`src/hw/rtl/ira_pkg.sv`:
```
package ira_pkg;

  localparam int unsigned RadixWidth = 6;
  localparam int unsigned CharWidth  = 7;

  localparam logic [RadixWidth-1:0] RADIX_MIN    = 6'd2;
  localparam logic [RadixWidth-1:0] RADIX_MAX    = 6'd36;
  localparam logic [RadixWidth-1:0] SIGNED_RADIX = 6'd10;

  localparam logic [CharWidth-1:0] MINUS_CODE = 7'h2D;
  localparam logic [CharWidth-1:0] ZERO_CODE  = 7'h30;
  localparam logic [CharWidth-1:0] ALPHA_CODE = 7'h61;
  localparam logic [CharWidth-1:0] ERROR_CODE = 7'h00;

  // Handshake status of the shared divider toward the sequencer.
  typedef struct packed {
    logic busy;
    logic done;
  } div_status_t;

  // Map a digit value (0 to 35) onto '0'-'9', 'a'-'z'.
  function automatic logic [CharWidth-1:0] digit_char(input logic [RadixWidth-1:0] d);
    logic [CharWidth-1:0] d_ext;
    d_ext = {1'b0, d};
    if (d < 6'd10) begin
      return ZERO_CODE + d_ext;
    end
    return ALPHA_CODE + d_ext - 7'd10;
  endfunction

endpackage

```
`src/hw/rtl/ira_divider.sv`:
```
module ira_divider #(
  parameter int unsigned VALUE_WIDTH = 64
) (
  input  logic                                 clk_i,
  input  logic                                 rst_ni,
  input  logic                                 start_i,
  input  logic [VALUE_WIDTH-1:0]               dividend_i,
  input  logic [ira_pkg::RadixWidth-1:0]       divisor_i,
  output ira_pkg::div_status_t                 status_o,
  output logic [VALUE_WIDTH-1:0]               quotient_o,
  output logic [ira_pkg::RadixWidth-1:0]       remainder_o
);

  localparam int unsigned CntWidth = $clog2(VALUE_WIDTH);
  localparam int unsigned RW       = ira_pkg::RadixWidth;

  logic [VALUE_WIDTH-1:0] quo_q, quo_d;
  logic [RW-1:0]          rem_q, rem_d;
  logic [RW-1:0]          dvs_q, dvs_d;
  logic [CntWidth-1:0]    cnt_q, cnt_d;
  logic                   busy_q, busy_d;
  logic                   done_q, done_d;
  logic [RW:0]            trial;
  logic [RW:0]            diff;
  logic                   fits;

  // One restoring step per cycle: shift in the next dividend bit, subtract if it fits.
  assign trial = {rem_q, quo_q[VALUE_WIDTH-1]};
  assign fits  = trial >= {1'b0, dvs_q};
  assign diff  = trial - {1'b0, dvs_q};

  always_comb begin
    quo_d  = quo_q;
    rem_d  = rem_q;
    dvs_d  = dvs_q;
    cnt_d  = cnt_q;
    busy_d = busy_q;
    done_d = 1'b0;
    if (start_i) begin
      quo_d  = dividend_i;
      rem_d  = '0;
      dvs_d  = divisor_i;
      cnt_d  = '0;
      busy_d = 1'b1;
    end else if (busy_q) begin
      quo_d = {quo_q[VALUE_WIDTH-2:0], fits};
      rem_d = fits ? diff[RW-1:0] : trial[RW-1:0];
      cnt_d = cnt_q + CntWidth'(1);
      if (cnt_q == CntWidth'(VALUE_WIDTH - 1)) begin
        busy_d = 1'b0;
        done_d = 1'b1;
      end
    end
  end

  always_ff @(posedge clk_i or negedge rst_ni) begin
    if (!rst_ni) begin
      busy_q <= 1'b0;
      done_q <= 1'b0;
      cnt_q  <= '0;
    end else begin
      busy_q <= busy_d;
      done_q <= done_d;
      cnt_q  <= cnt_d;
    end
  end

  always_ff @(posedge clk_i) begin
    quo_q <= quo_d;
    rem_q <= rem_d;
    dvs_q <= dvs_d;
  end

  assign status_o.busy = busy_q;
  assign status_o.done = done_q;
  assign quotient_o    = quo_q;
  assign remainder_o   = rem_q;

endmodule

```
`src/hw/rtl/integer_to_radix_ascii_unit.sv`:
```
// Integer to radix ASCII converter. Each input beat carries a signed value
// (low VALUE_WIDTH bits used, two's complement) and a base; the block answers
// with one output beat per character, most significant digit first, digits
// above nine as 'a'-'z', tlast on the final character. A '-' leads only for
// negative values in base 10; other bases print the magnitude unsigned. Zero
// prints "0". A base outside 2..36 gives a single beat with code 0, tuser set
// and tlast set. One conversion at a time: tready stays low from acceptance
// until the last character is loaded into the output register. Each digit
// comes from the shared one-bit-per-cycle restoring divider; the digits
// are pushed onto a stack as they appear, then each is read back from the
// stack and loaded into the output register, waiting while that register
// is full. A leading sign is emitted before the read-back starts.
module integer_to_radix_ascii_unit #(
  parameter int unsigned VALUE_WIDTH = 64
) (
  input  logic        clk_i,
  input  logic        rst_ni,
  input  logic        s_axis_tvalid_i,
  output logic        s_axis_tready_o,
  input  logic [71:0] s_axis_tdata_i,   // [63:0] value, [69:64] radix, [71:70] zero
  output logic        m_axis_tvalid_o,
  input  logic        m_axis_tready_i,
  output logic [7:0]  m_axis_tdata_o,   // [6:0] char_code, [7] zero
  output logic        m_axis_tlast_o,
  output logic        m_axis_tuser_o    // [0] base_error
);

  localparam int unsigned RW = ira_pkg::RadixWidth;
  localparam int unsigned CW = ira_pkg::CharWidth;
  localparam int unsigned AW = $clog2(VALUE_WIDTH);
  localparam int unsigned NW = $clog2(VALUE_WIDTH + 1);

  typedef enum logic [2:0] {
    ST_IDLE,
    ST_DIVIDE,
    ST_SIGN,
    ST_READ,
    ST_EMIT
  } state_e;

  state_e state_q, state_d;

  // Digit count; doubles as stack pointer for the read-back.
  logic [NW-1:0] nd_q, nd_d;
  logic          sign_q, sign_d;

  // Output register.
  logic          m_valid_q, m_valid_d;
  logic [CW-1:0] m_char_q, m_char_d;
  logic          m_last_q, m_last_d;
  logic          m_err_q, m_err_d;

  logic                   out_free;
  logic                   in_fire;
  logic [VALUE_WIDTH-1:0] in_value;
  logic [RW-1:0]          in_radix;
  logic                   in_neg;
  logic [VALUE_WIDTH-1:0] in_mag;
  logic                   radix_ok;

  logic                   div_start;
  logic [VALUE_WIDTH-1:0] div_dividend;
  ira_pkg::div_status_t   div_status;
  logic [VALUE_WIDTH-1:0] div_quotient;
  logic [RW-1:0]          div_remainder;
  logic                   quot_zero;
  logic [RW-1:0]          div_radix_q;

  // Digit stack, LSD written first, read back from the top.
  logic [RW-1:0] digit_mem [VALUE_WIDTH];
  logic [RW-1:0] rd_data_q;
  logic          mem_we;
  logic          rd_en;
  logic [NW-1:0] top_idx;

  assign in_value = s_axis_tdata_i[VALUE_WIDTH-1:0];
  assign in_radix = s_axis_tdata_i[64 +: RW];
  assign in_neg   = in_value[VALUE_WIDTH-1];
  // Negation in VALUE_WIDTH bits maps the most negative value onto 2^(W-1) unsigned.
  assign in_mag   = in_neg ? ({VALUE_WIDTH{1'b0}} - in_value) : in_value;
  assign radix_ok = (in_radix >= ira_pkg::RADIX_MIN) && (in_radix <= ira_pkg::RADIX_MAX);

  assign out_free        = !m_valid_q || m_axis_tready_i;
  assign s_axis_tready_o = (state_q == ST_IDLE) && out_free;
  assign in_fire         = s_axis_tvalid_i && s_axis_tready_o;

  assign quot_zero = (div_quotient == '0);

  // Start on a fresh beat, or chain the next division off the last quotient.
  always_comb begin
    div_start    = 1'b0;
    div_dividend = in_mag;
    if (in_fire && radix_ok) begin
      div_start = 1'b1;
    end else if ((state_q == ST_DIVIDE) && div_status.done && !quot_zero) begin
      div_start    = 1'b1;
      div_dividend = div_quotient;
    end
  end

  ira_divider #(
    .VALUE_WIDTH (VALUE_WIDTH)
  ) u_divider (
    .clk_i       (clk_i),
    .rst_ni      (rst_ni),
    .start_i     (div_start),
    .dividend_i  (div_dividend),
    .divisor_i   (in_fire ? in_radix : div_radix_q),
    .status_o    (div_status),
    .quotient_o  (div_quotient),
    .remainder_o (div_remainder)
  );

  // Hold the base for chained divisions.
  always_ff @(posedge clk_i) begin
    if (in_fire) begin
      div_radix_q <= in_radix;
    end
  end

  assign mem_we  = (state_q == ST_DIVIDE) && div_status.done;
  assign rd_en   = (state_q == ST_READ);
  assign top_idx = nd_q - NW'(1);

  always_ff @(posedge clk_i) begin
    if (mem_we) begin
      digit_mem[nd_q[AW-1:0]] <= div_remainder;
    end
    if (rd_en) begin
      rd_data_q <= digit_mem[top_idx[AW-1:0]];
    end
  end

  always_comb begin
    state_d   = state_q;
    nd_d      = nd_q;
    sign_d    = sign_q;
    m_valid_d = m_valid_q && !m_axis_tready_i;
    m_char_d  = m_char_q;
    m_last_d  = m_last_q;
    m_err_d   = m_err_q;
    unique case (state_q)
      ST_IDLE: begin
        if (in_fire) begin
          if (!radix_ok) begin
            m_valid_d = 1'b1;
            m_char_d  = ira_pkg::ERROR_CODE;
            m_last_d  = 1'b1;
            m_err_d   = 1'b1;
          end else begin
            nd_d    = '0;
            sign_d  = in_neg && (in_radix == ira_pkg::SIGNED_RADIX);
            state_d = ST_DIVIDE;
          end
        end
      end
      ST_DIVIDE: begin
        if (div_status.done) begin
          nd_d = nd_q + NW'(1);
          if (quot_zero) begin
            state_d = sign_q ? ST_SIGN : ST_READ;
          end
        end
      end
      ST_SIGN: begin
        if (out_free) begin
          m_valid_d = 1'b1;
          m_char_d  = ira_pkg::MINUS_CODE;
          m_last_d  = 1'b0;
          m_err_d   = 1'b0;
          state_d   = ST_READ;
        end
      end
      ST_READ: begin
        state_d = ST_EMIT;
      end
      ST_EMIT: begin
        if (out_free) begin
          m_valid_d = 1'b1;
          m_char_d  = ira_pkg::digit_char(rd_data_q);
          m_last_d  = (nd_q == NW'(1));
          m_err_d   = 1'b0;
          nd_d      = top_idx;
          state_d   = (nd_q == NW'(1)) ? ST_IDLE : ST_READ;
        end
      end
      default: begin
        state_d = ST_IDLE;
      end
    endcase
  end

  always_ff @(posedge clk_i or negedge rst_ni) begin
    if (!rst_ni) begin
      state_q   <= ST_IDLE;
      nd_q      <= '0;
      sign_q    <= 1'b0;
      m_valid_q <= 1'b0;
      m_char_q  <= '0;
      m_last_q  <= 1'b0;
      m_err_q   <= 1'b0;
    end else begin
      state_q   <= state_d;
      nd_q      <= nd_d;
      sign_q    <= sign_d;
      m_valid_q <= m_valid_d;
      m_char_q  <= m_char_d;
      m_last_q  <= m_last_d;
      m_err_q   <= m_err_d;
    end
  end

  assign m_axis_tvalid_o = m_valid_q;
  assign m_axis_tdata_o  = {1'b0, m_char_q};
  assign m_axis_tlast_o  = m_last_q;
  assign m_axis_tuser_o  = m_err_q;

  // An error beat is always a lone, final beat with code 0.
  assert property (@(posedge clk_i) disable iff (!rst_ni)
    m_axis_tvalid_o && m_axis_tuser_o |-> m_axis_tlast_o && (m_char_q == ira_pkg::ERROR_CODE))
    else $error("error beat without tlast or with nonzero code");

  // Never restart the divider while it is mid-division.
  assert property (@(posedge clk_i) disable iff (!rst_ni)
    div_start |-> !div_status.busy)
    else $error("divider restarted while busy");

  // The digit stack is never read back empty.
  assert property (@(posedge clk_i) disable iff (!rst_ni)
    (state_q == ST_READ) || (state_q == ST_EMIT) |-> nd_q != '0)
    else $error("digit stack underflow");

  // The digit count cannot outgrow the stack.
  assert property (@(posedge clk_i) disable iff (!rst_ni)
    mem_we |-> nd_q < NW'(VALUE_WIDTH))
    else $error("digit stack overflow");

endmodule
```
`config.mk`:
```
export PLATFORM = sky130hd
export DESIGN_NAME = integer_to_radix_ascii_unit
export DESIGN_NICKNAME = d
export VERILOG_FILES = /design/src/hw/rtl/ira_pkg.sv /design/src/hw/rtl/ira_divider.sv /design/src/hw/rtl/integer_to_radix_ascii_unit.sv
export SDC_FILE = /design/constraint.sdc
export NUM_CORES = 1
export LEC_CHECK = 0
export ABC_AREA = 1
export BUFFER_PORTS_ARGS = -buffer_cell sky130_fd_sc_hd__buf_2
export CORE_MARGIN = 2
export CORE_UTILIZATION = 45
export DETAILED_ROUTE_END_ITERATION = 7
export PLACE_DENSITY = 0.59
export SYNTH_ARGS = -nofsm -noshare
export SYNTH_HDL_FRONTEND = slang
export SYNTH_HIERARCHICAL = 1
export SYNTH_SLANG_ARGS = --single-unit
```
`constraint.sdc`:
```
create_clock -name clk_i -period 4.3 [get_ports clk_i]
set_input_delay 1.29 -clock clk_i [delete_from_list [all_inputs] [get_ports clk_i]]
set_output_delay 1.29 -clock clk_i [all_outputs]
set_load 0.05 [all_outputs]
```
==> key figures, run 1 <==
Status
  • Status: completed

Cells and area
  • Final Instance Area: 0.0275 mm²
  • N_diodes: 0
  • Layout area overhead: 11.1%
  • Final net count: 2877
  • Share of cells above drive strength 1: 9.03%
  • Final core occ: 50.9%

Worst setup path
  • Critical path class: in -> out
  • WP buf/inv: 2
  • FF-to-FF path depth: 3
  • Crit path max-delay family: simple AND/OR/NAND/NOR gates
  • Critical Path RT: 3010 ps
  • Reg-to-reg startpoint: nd_q[0]
  • Worst-path fanout max: 5
  • Startpoint Class: input port
  • Critical Path Stages: 4
  • Critical Path End: s_axis_tready_o
  • Critical Path Start: m_axis_tready_i
  • Slowest stage delay, CP: 360 ps
  • CP Cell Sequence: buf_2, nor2_1, nor2_1, buf_2
  • Flop-to-flop setup slack: 960 ps
  • Worst setup EP type: primary output
  • Critical path's slowest cell: nor2_1
  • Crit path arrival time: 2080 ps
  • R2r endpoint: digit_mem[43][0]

Worst hold path
  • HP Class: reg -> reg

Place
  • Port buffer count: 84
  • Dpl hpwl: 41.9 mm
  • Placed Area: 0.0257 mm²
  • GPL Wtd Cong: 0.886

STA
  • Hold WS: 459 ps
  • Final setup TNS: 0 ps
  • RSZ-0062 raised after global routing: false
  • Least-Margin Pin Slew: 1160 ps
  • Max_slew headroom: 22.1%
  • Minimum clock period: 3370 ps
  • Fmax: 297 MHz
  • Final setup vio count: 0
  • Final hold vios: 0
  • Skew final: 14.0 ps
  • Final Max Tran Viols: 0
  • Period utilization: 78.4%

Routing
  • DR vias: 18.9k
  • Drc violations: 0
  • Post-Route WL: 65.4 mm
  • Avg WL per Cell: 18.6 µm
  • Drt first pass iters: 5
  • Drt first-iter violations: 1458
  • Antenna-violating nets left: 0
  • Vias per inst: 5.38

Power
  • VDD IR max: 0.667 mV
  • Leakage: 0.0106 µW
  • Post-layout power: 19500 µW
  • Pwr Density: 711 mW/mm²

Floorplanning
  • Initial Util: 45.8%
  • # rows: 85
  • Die W: 238 µm
  • Die H: 238 µm
  • IO Count: 88
  • Core Region: 0.0540 mm²
  • Die footprint: 0.0568 mm²

Global route
  • Largest net degree at the start of global routing: 179
  • First-pass GRT wire length: 104 mm
  • Congestion Overflow GR: 0
  • Vias in the first global route: 18.8k
  • GRT Overall Usage: 23.4%
  • Initial antenna violation count: 0

Clock network
  • Root buffer cell: clkbuf_16
  • Post-CTS setup buffers: 0
  • Clk Latency, worst-skew pair: 600 ps
  • Htree depth: 2
  • Sink Count: 501
  • Total CTS buffers: 54
  • Hold-fix buffers at CTS: 0
  • Reg clk slew, reported paths: 60 ps
  • CTS tree: yes
  • CTS max path bufs: 3
  • Resize count post-CTS: 0

Yosys
  • Avg Cell Area, Syn: 9.03 µm²
  • Synth Cell Area: 0.0247 mm²
  • Cells after synthesis: 2739
  • Ys Warns: 6
  • Syn Nets: 2833

Flow run
  • Max cap viols: 0
==> routing by layer <==
layer	GRT usage (%)	share of wire [%]	vias up
met5	0	0	-
met4	7.56	3.0	0
met1	31.3	44	8995
li1	-	-	9297
met2	39.6	48	535
met3	3.11	4.8	107
==> power breakdown <==
group	switching, µW	total, µW	internal, µW
Sequential	451	7050	6600
Combinational	5640	7820	2170
Clock	1920	4690	2770
Total	8010	19500	11500
==> flip-flops by register name, summed over array words and instances (netlist names) <==
register and cells:
u_divider/dvs_q 6, u_divider/remainder_o 6, m_axis_tlast_o 1, nd_q 7
div_radix_q 6, m_axis_tvalid_o 1, u_divider/busy_q 1, u_divider/quotient_o 64
u_divider/cnt_q 6, rd_data_q 6, state_q 3, sign_q 1
u_divider/done_q 1, digit_mem 384, m_axis_tuser_o 1, m_char_q 7
==> final cells by class <==
cell class / count / area (µm²)
timing repair buffer: 114 / 708
clock inverter: 32 / 325
tap: 696 / 871
fill: 5054 / 26500
multi-input combinational: 1991 / 8870
inverter: 121 / 457
clock buffer: 66 / 1460
sequential: 501 / 14800
==> cell usage in the layout (no fill, tap or decap), types with 16 or more instances in the layout <==
cell type / count
buf_4: 25
inv_1: 109
nand3_1: 253
nor2_1: 543
clkbuf_16: 57
dfrtp_1: 28
nand4_1: 18
o211ai_1: 18
edfxtp_1: 460
nand2_1: 772
ha_1: 16
o21ai_0: 245
buf_2: 84
==> per-stage QoR <==
| step | cells | worst slack, ps |
|---|---|---|
| 5_1_grt | 3521 | 774 |
| 3_3_place_gp | 3423 | 829 |
| 3_5_place_dp | 3423 | 789 |
| 4_1_cts | 3521 | 919 |
| 6_report | 3521 | 929 |
| 2_1_floorplan | 2739 | 510 |
==> worst reg2reg max path: cells and delay by family (launching register included) <==
kind                   cells  cell delay [ps]
and+or+nand+nor            2             1640
DFF                        1              700
buffers and inverters      1              630
==> how the worst min path moves through the flow <==
stage | startpoint | end | slack (ps) | cells after the start
6_report | div_radix_q[3] | div_radix_q[3] | 460 | 2
5_1_grt | m_char_q[3] | m_char_q[3] | 510 | 1
4_1_cts | div_radix_q[3] | div_radix_q[3] | 460 | 2
3_5_place_dp | div_radix_q[3] | div_radix_q[3] | 440 | 2
3_3_place_gp | div_radix_q[3] | div_radix_q[3] | 440 | 2
2_1_floorplan | div_radix_q[3] | div_radix_q[3] | 420 | 2
Note: power is estimated with default switching activity, not from simulation.
==> run 2: changes to the inputs <==
==> constraint.sdc (replaced) <==
create_clock -name clk_i -period 3.3 [get_ports clk_i]
set_input_delay 0.99 -clock clk_i [delete_from_list [all_inputs] [get_ports clk_i]]
set_output_delay 0.99 -clock clk_i [all_outputs]
set_load 0.05 [all_outputs]
==> run 2 against run 1 <==
Combinational power increased by 33%. First-iteration DRC count decreased by 5.0%. Clock power increased by 22%. Non-clock buffer count increased by 28. Die area unchanged. Utilization increased by 0.20 points. Global-route usage decreased by 0.29 points. Largest cell class unchanged. Total power increased by 29%. Hold slack got worse by 22 ps. Clock-buffer cell count decreased by 4. Cell count increased by 0.82%.
==> key figures, run 2 (synthesized netlist as in run 1, its figures left out) <==
Status
  • Status: completed

STA
  • Period utilization: 90.1%
  • Final hold vios: 0 (unchanged)
  • Minimum clock period: 2970 ps
  • Final Max Tran Viols: 0 (unchanged)
  • Max_slew headroom: 10.9% (-11 points)
  • Fmax: 336 MHz
  • Least-Margin Pin Slew: 1340 ps (+176 ps)
  • Final setup TNS: 0 ps (unchanged)
  • Final setup vio count: 0 (unchanged)
  • Skew final: 41.3 ps (+27.3 ps)
  • RSZ-0062 raised after global routing: false
  • Setup ws final: 326 ps (-603 ps)

Routing
  • Vias per inst: 5.35 (-0.57%)
  • Drc violations: 0 (unchanged)
  • Drt first pass iters: 6 (+1)
  • Avg WL per Cell: 18.3 µm (-1.5%)
  • Post-Route WL: 64.9 mm (-0.71%)
  • Antenna-violating nets left: 0 (unchanged)
  • Drt first-iter violations: 1385 (-5.0%)
  • DR vias: 19.0k (+0.25%)

Global route
  • First-pass GRT wire length: 102 mm (-1.5%)
  • Vias in the first global route: 18.6k (-0.84%)
  • Largest net degree at the start of global routing: 128 (-28%)
  • Congestion Overflow GR: 0 (unchanged)
  • Initial antenna violation count: 0 (unchanged)
  • GRT Overall Usage: 23.1% (-0.29 points)

Cells and area
  • Share of cells above drive strength 1: 9.88% (+0.85 points)
  • Commonest non-fill, non-tap cell in the layout: nand2_1
  • Max reg flops: 384 (unchanged)
  • Final net count: 2904 (+0.94%)
  • N_diodes: 0 (unchanged)
  • Commonest non-fill, non-tap cells in the layout: nand2_1, nor2_1, edfxtp_1
  • Layout area overhead: 11.6%
  • Final core occ: 51.1% (+0.20 points)

Worst setup path
  • Crit path arrival time: 3210 ps (+1130 ps)
  • Worst-path fanout max: 63 (+58)
  • Critical path class: reg -> reg
  • Critical Path RT: 3540 ps (+530 ps)
  • Worst setup EP type: flip-flop
  • Startpoint Class: flip-flop

Clock network
  • Hold-fix buffers at CTS: 0 (unchanged)
  • Sink Count: 501 (unchanged)
  • Root buffer cell: clkbuf_16
  • CTS tree: yes
  • Htree depth: 2 (unchanged)
  • Total CTS buffers: 53 (-1.9%)
  • Clk Latency, worst-skew pair: 620 ps (+20 ps)
  • Reg clk slew, reported paths: 60 ps (about the same)
  • CTS max path bufs: 3 (unchanged)
  • Post-CTS setup buffers: 0 (unchanged)
  • Resize count post-CTS: 0 (unchanged)

Floorplanning
  • Core Region: 0.0540 mm² (unchanged)
  • IO Count: 88 (unchanged)
  • Die H: 238 µm (unchanged)
  • # rows: 85 (unchanged)
  • Die W: 238 µm (unchanged)
  • Initial Util: 45.8% (unchanged)
  • Die footprint: 0.0568 mm² (unchanged)

Power
  • VDD IR max: 0.788 mV (+18%)
  • Leakage: 0.0107 µW (+0.74%)
  • Pwr Density: 914 mW/mm² (+29%)

Place
  • Dpl hpwl: 42.5 mm (+1.3%)
  • Worst slack at placement: 304 ps (-485 ps)
  • GPL Wtd Cong: 0.892 (+0.68%)
  • Port buffer count: 84 (unchanged)

Flow run
  • Max cap viols: 0 (unchanged)

Worst hold path
  • HP Class: in -> async
==> run 2: worst max-delay path, stage by stage, from the launching register on <==
cell and delay, ps:
dfrtp_4 520, inv_4 110, buf_4 510, nand3_1 750, nor2_1 720
==> run 2: metrics by stage <==
step           cell area, µm²  power [µW]  cells  hold WS [ps]
2_1_floorplan           24700       16000   2739           418
3_3_place_gp            25900       19500   3451           439
3_5_place_dp            25900       19600   3451           438
4_1_cts                 27600       25400   3550           435
5_1_grt                 27600       26900   3550           477
6_report                27600       25200   3550           437
==> run 2: cell type report <==
cell class,count,area [µm²]
clock buffer,62,1360
clock inverter,37,302
fill,5001,26400
inverter,121,460
multi-input combinational,1991,8870
sequential,501,14800
tap,696,871
timing repair buffer,142,931
==> run 2: power by group <==
group	internal (µW)	total (µW)	switching, µW
Combinational	2980	10400	7410
Sequential	8600	9120	523
Clock	3200	5720	2520
==> run 2: final timing paths <==
| check | from | to | slack [ps] | cells after the start |
|---|---|---|---|---|
| min in group clk_i | div_radix_q[3] | div_radix_q[3] | 450 | 2 |
| max in group asynchronous | rst_ni | nd_q[0] | 2290 | 1 |
| worst max register to register | nd_q[0] | digit_mem[20][2] | 330 | 4 |
| worst min-delay path | rst_ni | nd_q[5] | 440 | 1 |
| worst min register to register | div_radix_q[3] | div_radix_q[3] | 450 | 2 |
| worst max-delay path | nd_q[0] | digit_mem[20][2] | 330 | 4 |
==> run 2: per-layer routing <==
| layer | global-route usage (%) | wire length, µm | up-vias |
|---|---|---|---|
| met5 | 0 | 0 | - |
| met4 | 6.86 | 1690 | 0 |
| met3 | 3.35 | 3160 | 98 |
| met2 | 39.9 | 31700 | 443 |
| met1 | 30.3 | 28400 | 9099 |
| li1 | - | - | 9342 |
